--- config.mk ---
export PLATFORM = sky130hd
export DESIGN_NAME = dual_key_lookup_table_top
export DESIGN_NICKNAME = d
export VERILOG_FILES = /design/src/sv/dkl_pkg.sv /design/src/sv/dkl_ram.sv /design/src/sv/dkl_match.sv /design/src/sv/dual_key_lookup_table_top.sv
export SDC_FILE = /design/constraint.sdc
export NUM_CORES = 2
export LEC_CHECK = 0
export ABC_AREA = 1
export BUFFER_PORTS_ARGS = -buffer_cell sky130_fd_sc_hd__buf_2
export CORE_MARGIN = 2
export CORE_UTILIZATION = 65
export CTS_CLUSTER_SIZE = 24
export DETAILED_ROUTE_END_ITERATION = 10
export GPL_ROUTABILITY_DRIVEN = 1
export PLACE_DENSITY = 0.82
export SYNTH_ARGS = -nofsm -noshare
export SYNTH_HDL_FRONTEND = slang
export SYNTH_HIERARCHICAL = 1
export SYNTH_SLANG_ARGS = --single-unit
export TNS_END_PERCENT = 10
--- constraint.sdc ---
create_clock -name clk -period 16.1 [get_ports clk]
set_clock_uncertainty 0.2 [all_clocks]
set_input_delay 3.22 -clock clk [delete_from_list [all_inputs] [get_ports clk]]
set_output_delay 3.22 -clock clk [all_outputs]
set_load 0.005 [all_outputs]
--- src/sv/dkl_pkg.sv ---
// Shared command codes, status codes and types for the dual-key lookup table.
package dkl_pkg;

  localparam logic [2:0] CMD_INSERT        = 3'd0;
  localparam logic [2:0] CMD_LOOKUP_FIRST  = 3'd1;
  localparam logic [2:0] CMD_LOOKUP_SECOND = 3'd2;
  localparam logic [2:0] CMD_REMOVE_FIRST  = 3'd3;
  localparam logic [2:0] CMD_REMOVE_SECOND = 3'd4;

  localparam logic [1:0] STATUS_OK        = 2'd0;
  localparam logic [1:0] STATUS_NOT_FOUND = 2'd1;
  localparam logic [1:0] STATUS_DUPLICATE = 2'd2;
  localparam logic [1:0] STATUS_FULL      = 2'd3;

  typedef struct packed {
    logic use_first;
    logic use_second;
  } key_sel_t;

endpackage

--- src/sv/dkl_ram.sv ---
// Generic single-write, single-read RAM with a registered read port.
module dkl_ram #(
  parameter int WIDTH = 32,
  parameter int DEPTH = 16
) (
  input  logic                     clk,
  input  logic                     we,
  input  logic [$clog2(DEPTH)-1:0] waddr,
  input  logic [WIDTH-1:0]         wdata,
  input  logic [$clog2(DEPTH)-1:0] raddr,
  output logic [WIDTH-1:0]         rdata
);

  logic [WIDTH-1:0] mem [DEPTH];

  always_ff @(posedge clk) begin
    if (we) begin
      mem[waddr] <= wdata;
    end
    rdata <= mem[raddr];
  end

endmodule

--- src/sv/dkl_match.sv ---
// Shared key comparator used by the table scan.
module dkl_match import dkl_pkg::*; #(
  parameter int FIRST_KEY_BITS  = 32,
  parameter int SECOND_KEY_BITS = 32
) (
  input  key_sel_t                   sel,
  input  logic [FIRST_KEY_BITS-1:0]  want_first,
  input  logic [FIRST_KEY_BITS-1:0]  stored_first,
  input  logic [SECOND_KEY_BITS-1:0] want_second,
  input  logic [SECOND_KEY_BITS-1:0] stored_second,
  output logic                       hit
);

  assign hit = (sel.use_first && (want_first == stored_first)) ||
               (sel.use_second && (want_second == stored_second));

endmodule

--- src/sv/dual_key_lookup_table_top.sv ---
// Top level of the dual-key lookup table: sequencer, entry stores and scan.
//
// A command beat is taken when start is high and busy is low. The command
// selects insert, lookup by first or second key, or removal by either key.
// Entries are kept densely in insertion order; a removal moves every later
// entry down one place. Each command gives exactly one result beat: done is
// high for one cycle with status, position, found_data and entries_used.
// The receiver cannot stall, so a result is never held back.
// An unknown command code is answered without a scan. A lookup or insert
// scans the stored entries in order and stops at the first match; a removal
// then moves every later entry down for compaction. The scan and the move
// share the single read port of the entry stores, reading it once per cycle.
// Busy rises after the start beat of a known command and is low again in the cycle of the result beat.
// Reset empties the table at once; stored entries need no clearing.
module dual_key_lookup_table_top import dkl_pkg::*; #(
  parameter int DEPTH           = 16,
  parameter int FIRST_KEY_BITS  = 32,
  parameter int SECOND_KEY_BITS = 32,
  parameter int DATA_BITS       = 32
) (
  input  logic        clk,
  input  logic        rst,
  input  logic        start,
  input  logic [2:0]  command,
  input  logic [31:0] first_key,
  input  logic [31:0] second_key,
  input  logic [31:0] entry_data,
  output logic        busy,
  output logic        done,
  output logic [1:0]  status,
  output logic [3:0]  position,
  output logic [31:0] found_data,
  output logic [4:0]  entries_used
);

  localparam int AW = $clog2(DEPTH);
  localparam int CW = $clog2(DEPTH + 1);

  localparam logic [1:0] ST_IDLE  = 2'd0;
  localparam logic [1:0] ST_SCAN  = 2'd1;
  localparam logic [1:0] ST_SHIFT = 2'd2;

  logic [1:0]                 state;
  logic [2:0]                 cmd;
  logic [FIRST_KEY_BITS-1:0]  key1;
  logic [SECOND_KEY_BITS-1:0] key2;
  logic [DATA_BITS-1:0]       dat;
  logic [CW-1:0]              count;
  logic [CW-1:0]              issue_idx;
  logic [AW-1:0]              cmp_idx;
  logic                       cmp_valid;
  logic [CW-1:0]              shift_idx;
  logic [AW-1:0]              wr_idx;
  logic                       wr_pending;
  logic [AW-1:0]              hit_pos;
  logic [DATA_BITS-1:0]       hit_data;
  logic                       done_next;

  logic                       is_insert;
  logic                       is_remove;
  logic                       by_first;
  key_sel_t                   sel;
  logic                       key_hit;
  logic                       hit;
  logic                       at_end;
  logic                       full;

  logic                       ram_we;
  logic [AW-1:0]              ram_waddr;
  logic [AW-1:0]              ram_raddr;
  logic [DATA_BITS-1:0]       wdata_d;
  logic [FIRST_KEY_BITS-1:0]  wdata_k1;
  logic [SECOND_KEY_BITS-1:0] wdata_k2;
  logic [DATA_BITS-1:0]       rd_d;
  logic [FIRST_KEY_BITS-1:0]  rd_k1;
  logic [SECOND_KEY_BITS-1:0] rd_k2;

  assign busy = (state != ST_IDLE);

  assign is_insert = (cmd == CMD_INSERT);
  assign is_remove = (cmd == CMD_REMOVE_FIRST) || (cmd == CMD_REMOVE_SECOND);
  assign by_first  = (cmd == CMD_LOOKUP_FIRST) || (cmd == CMD_REMOVE_FIRST);

  assign sel.use_first  = is_insert || by_first;
  assign sel.use_second = is_insert || !by_first;

  assign hit    = cmp_valid && key_hit;
  assign at_end = (issue_idx == count);
  assign full   = (count == CW'(DEPTH));

  assign ram_raddr = (state == ST_SHIFT) ? shift_idx[AW-1:0] : issue_idx[AW-1:0];

  always_comb begin
    ram_we    = 1'b0;
    ram_waddr = wr_idx;
    wdata_d   = rd_d;
    wdata_k1  = rd_k1;
    wdata_k2  = rd_k2;
    if (state == ST_SCAN && !hit && at_end && is_insert && !full) begin
      ram_we    = 1'b1;
      ram_waddr = count[AW-1:0];
      wdata_d   = dat;
      wdata_k1  = key1;
      wdata_k2  = key2;
    end else if (state == ST_SHIFT) begin
      ram_we = wr_pending;
    end
  end

  always_comb begin
    unique case (state)
      ST_IDLE:  done_next = start && (command > CMD_REMOVE_SECOND);
      ST_SCAN:  done_next = hit ? !is_remove : at_end;
      ST_SHIFT: done_next = !(shift_idx < count);
      default:  done_next = 1'b0;
    endcase
  end

  dkl_match #(
    .FIRST_KEY_BITS (FIRST_KEY_BITS),
    .SECOND_KEY_BITS(SECOND_KEY_BITS)
  ) u_match (
    .sel          (sel),
    .want_first   (key1),
    .stored_first (rd_k1),
    .want_second  (key2),
    .stored_second(rd_k2),
    .hit          (key_hit)
  );

  dkl_ram #(.WIDTH(DATA_BITS), .DEPTH(DEPTH)) u_data_ram (
    .clk(clk), .we(ram_we), .waddr(ram_waddr), .wdata(wdata_d),
    .raddr(ram_raddr), .rdata(rd_d)
  );

  dkl_ram #(.WIDTH(FIRST_KEY_BITS), .DEPTH(DEPTH)) u_first_ram (
    .clk(clk), .we(ram_we), .waddr(ram_waddr), .wdata(wdata_k1),
    .raddr(ram_raddr), .rdata(rd_k1)
  );

  dkl_ram #(.WIDTH(SECOND_KEY_BITS), .DEPTH(DEPTH)) u_second_ram (
    .clk(clk), .we(ram_we), .waddr(ram_waddr), .wdata(wdata_k2),
    .raddr(ram_raddr), .rdata(rd_k2)
  );

  always_ff @(posedge clk) begin
    if (rst) begin
      state      <= ST_IDLE;
      count      <= '0;
      cmp_valid  <= 1'b0;
      wr_pending <= 1'b0;
      done       <= 1'b0;
    end else begin
      done <= done_next;
      unique case (state)
        ST_IDLE: begin
          if (start) begin
            cmd        <= command;
            key1       <= FIRST_KEY_BITS'(first_key);
            key2       <= SECOND_KEY_BITS'(second_key);
            dat        <= DATA_BITS'(entry_data);
            issue_idx  <= '0;
            cmp_valid  <= 1'b0;
            if (command > CMD_REMOVE_SECOND) begin
              status       <= STATUS_OK;
              position     <= '0;
              found_data   <= '0;
              entries_used <= 5'(count);
            end else begin
              state <= ST_SCAN;
            end
          end
        end
        ST_SCAN: begin
          priority if (hit) begin
            cmp_valid <= 1'b0;
            if (is_insert) begin
              status       <= STATUS_DUPLICATE;
              position     <= '0;
              found_data   <= '0;
              entries_used <= 5'(count);
              state        <= ST_IDLE;
            end else if (is_remove) begin
              hit_pos    <= cmp_idx;
              hit_data   <= rd_d;
              shift_idx  <= CW'(cmp_idx) + CW'(1);
              wr_pending <= 1'b0;
              state      <= ST_SHIFT;
            end else begin
              status       <= STATUS_OK;
              position     <= 4'(cmp_idx);
              found_data   <= 32'(rd_d);
              entries_used <= 5'(count);
              state        <= ST_IDLE;
            end
          end else if (at_end) begin
            cmp_valid  <= 1'b0;
            found_data <= '0;
            state      <= ST_IDLE;
            if (!is_insert) begin
              status       <= STATUS_NOT_FOUND;
              position     <= '0;
              entries_used <= 5'(count);
            end else if (full) begin
              status       <= STATUS_FULL;
              position     <= '0;
              entries_used <= 5'(count);
            end else begin
              status       <= STATUS_OK;
              position     <= 4'(count);
              count        <= count + CW'(1);
              entries_used <= 5'(count + CW'(1));
            end
          end else begin
            cmp_idx   <= issue_idx[AW-1:0];
            cmp_valid <= 1'b1;
            issue_idx <= issue_idx + CW'(1);
          end
        end
        ST_SHIFT: begin
          if (shift_idx < count) begin
            wr_idx     <= AW'(shift_idx - CW'(1));
            wr_pending <= 1'b1;
            shift_idx  <= shift_idx + CW'(1);
          end else begin
            wr_pending   <= 1'b0;
            count        <= count - CW'(1);
            status       <= STATUS_OK;
            position     <= 4'(hit_pos);
            found_data   <= 32'(hit_data);
            entries_used <= 5'(count - CW'(1));
            state        <= ST_IDLE;
          end
        end
        default: begin
          state <= ST_IDLE;
        end
      endcase
    end
  end

  a_done_not_busy: assert property (@(posedge clk) disable iff (rst)
    done |-> !busy)
    else $error("result beat while still busy");

  a_count_bound: assert property (@(posedge clk) disable iff (rst)
    count <= CW'(DEPTH))
    else $error("entry count exceeds table depth");

  a_fail_zero: assert property (@(posedge clk) disable iff (rst)
    (done && status != STATUS_OK) |-> (position == '0 && found_data == '0))
    else $error("failed command reports a position or data");

  a_start_answered: assert property (@(posedge clk) disable iff (rst)
    (start && !busy) |=> (busy || done))
    else $error("accepted command neither worked on nor answered");

  a_move_in_range: assert property (@(posedge clk) disable iff (rst)
    (state == ST_SHIFT && wr_pending) |-> (CW'(wr_idx) < count))
    else $error("compaction writes beyond the stored entries");

endmodule

Word level (Yosys, flattened, before mapping)
Memories as Yosys holds them, arrays and structs flattened. A register that Yosys moved wholly into a read port is not among the register bits.
Index checks and enable logic that the tools add are counted.
{"block": "totals", "register_bits": 206, "memories": 3, "ram_bits": 1536, "inputBits": 102}
{"memory": "u_data_ram.mem", "words": 16, "width": 32, "rd": 1, "rd_ports_with_merged_regs": 1, "write_ports": 1, "line": "dkl_ram.sv:14", "text": "logic [WIDTH-1:0] mem [DEPTH];"}
{"memory": "u_first_ram.mem", "words": 16, "width": 32, "rd": 1, "rd_ports_with_merged_regs": 1, "write_ports": 1, "line": "dkl_ram.sv:14"}
{"memory": "u_second_ram.mem", "words": 16, "width": 32, "rd": 1, "rd_ports_with_merged_regs": 1, "write_ports": 1, "line": "dkl_ram.sv:14"}
{"block": "op_classes", "bitwise": 4, "magnitude_cmp": 2, "mux": 76, "n_eq_ne": 22, "add_sub_neg": 6, "reduce_logical": 35}
{"cell": "2-to-1 mux 32 bit", "count": 10}
{"cell": "case mux 32 bit (3 select lines)", "count": 1}
{"cell": "2-to-1 mux 5 bit", "count": 17}
{"cell": "equality test 32 bit", "count": 2}
{"cell": "2-to-1 mux 4 bit", "count": 11}
{"cell": "2-to-1 mux 2 bit", "count": 15}
{"cell": "case mux 5 bit (2 select lines)", "count": 3}
{"cell": "inequality test 2 bit, second input constant", "count": 10}
{"cell": "AND reduction 4 bit", "count": 4}
{"cell": "adder 5 x 1 -> 5 bit, second input constant", "count": 3}
{"cell": "case mux 5 bit (3 select lines)", "count": 1}
{"cell": "2-to-1 mux 1 bit", "count": 12}
{"cell": "case mux 2 bit (3 select lines)", "count": 2}
{"cell": "case mux 4 bit (3 select lines)", "count": 1}
{"cell": "AND reduction 5 bit", "count": 2}
{"cell": "logical AND 1 bit", "count": 8}
{"cell": "AND reduction 7 bit", "count": 1}
{"cell": "AND reduction 3 bit", "count": 2}
{"cell": "AND reduction 6 bit", "count": 1}
{"cell": "nonzero test 2 bit", "count": 3}
{"cell": "adder 4 x 1 -> 5 bit, second input constant", "count": 1}
{"cell": "equality test 5 bit", "count": 1}
{"cell": "equality test 5 bit, second input constant", "count": 1}
{"cell": "logical NOT 1 bit", "count": 5}
{"cell": "20 further kinds", "count": 28}

Logic depth before layout (Yosys ltp)
{"block": "logic_depth", "word_depth": 15, "depth_mapped": 24, "depth_no_buf": 22}

Hierarchy
The synthesis kept the hierarchy.
{"module": "dkl_ram", "n_inst": 3, "area_each_um2": 22730.6, "seq_area_each_um2": 16015.4, "cells_per_inst": 2120}
{"module": "dual_key_lookup_table_top", "n_inst": 1, "area_each_um2": 9715.6, "seq_area_each_um2": 6085.8, "cells_per_inst": 901}
{"module": "dkl_match", "n_inst": 1, "area_each_um2": 1173.6, "seq_area_each_um2": 0.0, "cells_per_inst": 277}

Worst setup path before layout
Ideal clock, no wire load.
{"block": "synth_path", "path_type": "input to register", "from": "input rst", "to": "register cmd[0], enable pin", "arrival_ns": 7.563, "slack_ns": 7.779, "required_ns": 15.342, "setup_ns": 0.558, "cell_stages": 2, "path_cell_list": "clkbuf_1 > nor2_1"}
{"block": "synth_via", "elab_chain_cells": 2}
{"element": "start, declared", "line": "dual_key_lookup_table_top.sv:22", "text": "input logic rst,"}
{"element": "NOT 1 bit (no line)"}
{"element": "AND reduction 3 bit (no line)"}
{"element": "end signal, assigned", "line": "dual_key_lookup_table_top.sv:158", "text": "cmd <= command;"}
{"element": "end, declared", "line": "dual_key_lookup_table_top.sv:44", "text": "logic [2:0] cmd;"}
No other way between the ends.
A chain may end at the register's enable or synchronous reset.

Worst setup path in the final report
{"block": "layout_path", "from": "register state[0]", "to": "register u_second_ram.rdata[4] (read register of u_second_ram.mem)"}
{"block": "layout_via", "elab_chain_cells": 2}
{"element": "start, declared", "line": "dual_key_lookup_table_top.sv:43", "text": "logic [1:0] state;"}
{"element": "start signal, assigned", "line": "dual_key_lookup_table_top.sv:148", "text": "state <= ST_IDLE;"}
{"element": "start signal, assigned", "line": "dual_key_lookup_table_top.sv:170", "text": "state <= ST_SCAN;"}
{"element": "start signal, assigned", "line": "dual_key_lookup_table_top.sv:182", "text": "state <= ST_IDLE;"}
{"element": "equality test 2 bit", "line": "dual_key_lookup_table_top.sv:91", "text": "assign ram_raddr = (state == ST_SHIFT) ? shift_idx[AW-1:0] : issue_idx[AW-1:0];"}
{"element": "2-to-1 mux 4 bit", "line": "dual_key_lookup_table_top.sv:91"}
{"element": "net ram_raddr[0]", "line": "dual_key_lookup_table_top.sv:70", "text": "logic [AW-1:0] ram_raddr;"}
{"element": "end, declared", "line": "dkl_ram.sv:11", "text": "output logic [WIDTH-1:0] rdata"}
The timed path passes the listed nets, and every way through them passes these cells.

==> reports/metrics.csv <==
metric,value,unit
1st-pass router iterations,7,
aggregate negative setup slack,0,ns
NetSw,5962,uW
Final setup viols,0,
combinational power share,0.342,
vias per cell,5.787,
HP Class,reg2reg,
top cell type's share of synthesized area,0.6577,
Seq pwr share,0.404,
"reg-to-reg slack, setup",10.08,ns
clock slew at reported path FFs,0.06,ns
DRT antenna net count,0,
Yosys top cell by area,edfxtp_1,
die span in x,352.8,um
total power divided by cell area,182.7,nW/um2
critical path class,reg2reg,
WP depth,13,
CP max FO,214,
Post-Route WL,196500,um
Post-Syn Area,79080,um2
reg2reg end,u_second_ram/rdata[4]$_DFF_P_,
endpoints failing hold,0,
CTS Buf Count,177,
pin count of the biggest net entering global routing,215,
Layout area overhead,8.939,%
total power,15740,uW
DR iter-0 viols,8002,
sequential fraction of the synthesis area,0.6845,
crit path capture type,flip-flop,
Crit-path slowest cell,buf_4,
fin crit period,6.017,ns
GP Congestion,0.9157,
hold path cells,0,
IO buf count,146,
synthesized instance count,7538,
Root Buffer,clkbuf_16,
vias in the first global route,53449,
max cap viols,0,
CP cell instances,inv_1 > ha_2 > buf_4 > nand2_1 > nand2_4 > buf_4 > buf_12 > buf_4 > nand2_1 > nand3_1 > nand3_1 > nand3_1 > nand2_1,
CP arrival,6.51,ns
Mapped Nets,7654,
Residual DRC,0,
fmax,166.2,MHz
Final nets,7717,
final antenna diode count,0,
CTS sink count,1838,
Net Sw Frac,0.3788,
postcts setup bufs,0,
DR vias,54175,
CTS H-Tree Depth,4,
WP buf/inv,5,
top post-synthesis cells by area,"edfxtp_1, nand2_1, nand3_1, inv_1, dfxtp_1",
status,completed,
grt total ovfl,0,
clock power share,0.254,
"Req. time, crit path",16.59,ns
routed len/inst,20.99,um
Initial Utilization,0.6574,
Final Max Slew Viols,0,
global-route wire length before repair,298400,um
I/O Pins,147,
CP max stage delay,1.00,ns
"Distinct cells, synth",39,
cell row count,127,
hold slack,0.2575,ns
gr usage total,0.3126,
initial antenna violation count,6,
RSZ-0062 raised after global routing,false,
slew margin rel.,0.1893,
Pint,9776,uW
Worst setup SP type,flip-flop,
Filler Cell Count,7686,
synth warn,6,
fin crit share,0.3738,
CTS tree,yes,
CP Capture Point,u_second_ram/rdata[4]$_DFF_P_,
layout cell share with drive strength beyond 1,0.08581,
async set-reset flop share out of synthesis,0,
Slew @ Worst Pin,1.216,ns
cts hold-fix bufs,0,
family with the most delay on the worst path,buffers and inverters,
"FF+latch count, synth",1838,
Die Area,124500,um2
CP startpoint,state[0]$_SDFFE_PP0P_,
Lkg Pwr,0.03675,uW
core area,120300,um2
die height,352.8,um
dpl hpwl,100600,um
worst reg2reg startpoint,state[0]$_SDFFE_PP0P_,
clk_lat worst skew,0.81,ns
post-cts repair resize count,0,
top_reg_cell synth,edfxtp_1,
path depth of the worst reg2reg path,13,
CTS max path bufs,3,
"Avg Cell Area, Syn",10.49,um2
Peak VDD IR,0.0001991,V
number of flops mapped to enable cells by yosys,1732,
## Yosys cell counts, drive strengths merged, types with 9 or more instances
| master | instances |
|---|---|
| dfxtp | 106 |
| nand2 | 2410 |
| o21ai | 131 |
| o22ai | 9 |
| clkbuf | 52 |
| a21oi | 52 |
| inv | 1389 |
| nand3 | 1178 |
| buf | 300 |
| nor2 | 112 |
| ha | 14 |
| edfxtp | 1732 |
| xnor2 | 19 |
## placed cells by master, fill, tap and decap left out, types with 6 or more instances in the layout
master and instances:
buf_2 146, o22ai_1 9, nand3b_1 6, nor2_1 56
o21ai_0 23, xnor2_1 19, a21oi_1 52, nand4_1 6
o21ai_2 91, nor2_4 51, edfxtp_1 1732, xor2_1 7
clkbuf_1 56, clkbuf_8 17, o21ai_1 14, inv_1 1364
inv_2 16, nand3_1 1177, clkinv_1 29, clkinv_2 28
inv_6 10, dfxtp_1 106, buf_4 88, nand2_1 2405
clkbuf_16 183, ha_1 13
## registers in the layout, indices dropped and copies added, names as in the netlist, 3 cells and up
name and count:
cmd 3, cmp_idx 4, count 5, dat 32, entries_used 5, found_data 32, hit_data 32, hit_pos 4
issue_idx 5, key1 32, key2 32, position 4, shift_idx 5, u_data_ram/mem 512, u_data_ram/rdata 32, u_first_ram/mem 512
u_first_ram/rdata 32, u_second_ram/mem 512, u_second_ram/rdata 32, wr_idx 4
## per-layer routing
metal	global-route usage	wire, um	vias up
li1	-	-	24415
met1	0.4121	70440	25336
met2	0.5029	93290	3735
met3	0.05437	22640	687
met4	0.1640	10090	2
met5	0	8	-
## per-stage QoR
stage          utilization  setup slack, ns  cells  cell area [um2]
2_1_floorplan            -            7.779   7538            79080
3_3_place_gp        0.6699            10.39   9034            80580
3_5_place_dp        0.6699            10.19   9034            80580
4_1_cts             0.7162            10.12   9362            86150
5_1_grt             0.7162            9.698   9362            86150
6_report            0.7162            10.08   9362            86150
## kinds of logic after synthesis
family | after synthesis | share of synthesized area
AOI/OAI and AO/OA | 199 | 0.01729
xor gates and xnor gates | 26 | 0.002880
adders and majority gates | 14 | 0.002215
DFF | 1838 | 0.6845
and+or+nand+nor | 3720 | 0.1966
buffers and inverters | 1741 | 0.09653
## worst min-delay path by stage
| stage | from | slack, ns | end |
|---|---|---|---|
| 2_1_floorplan | cmp_idx[0]$_DFFE_PP_ | 0.23 | hit_pos[0]$_DFFE_PP_ |
| 3_3_place_gp | cmp_idx[3]$_DFFE_PP_ | 0.24 | hit_pos[3]$_DFFE_PP_ |
| 3_5_place_dp | u_data_ram/rdata[16]$_DFF_P_ | 0.24 | hit_data[16]$_DFFE_PP_ |
| 4_1_cts | u_data_ram/rdata[16]$_DFF_P_ | 0.26 | hit_data[16]$_DFFE_PP_ |
| 5_1_grt | cmp_idx[0]$_DFFE_PP_ | 0.28 | hit_pos[0]$_DFFE_PP_ |
| 6_report | u_data_ram/rdata[16]$_DFF_P_ | 0.26 | hit_data[16]$_DFFE_PP_ |
## power by group through the flow
stage | combinational [uW] | sequential (uW) | clock, uW
6_report | 5390 | 6360 | 4000
5_1_grt | 5860 | 6370 | 4210
3_3_place_gp | 5020 | 6440 | 0
4_1_cts | 5260 | 6350 | 4020
2_1_floorplan | 4020 | 6340 | 0
3_5_place_dp | 5180 | 6440 | 0
## final cells by class
| cell class | instances | area [um2] | area share |
|---|---|---|---|
| Inverter | 1389 | 5246 | 0.06090 |
| Clock buffer | 256 | 5024 | 0.05831 |
| Sequential cell | 1838 | 54130 | 0.6283 |
| Clock inverter | 72 | 546.8 | 0.006347 |
| Tap cell | 1612 | 2017 | 0.02341 |
| Multi-Input combinational cell | 3959 | 17750 | 0.2061 |
| Timing Repair Buffer | 236 | 1431 | 0.01661 |
(Power assumes the default switching activity.)
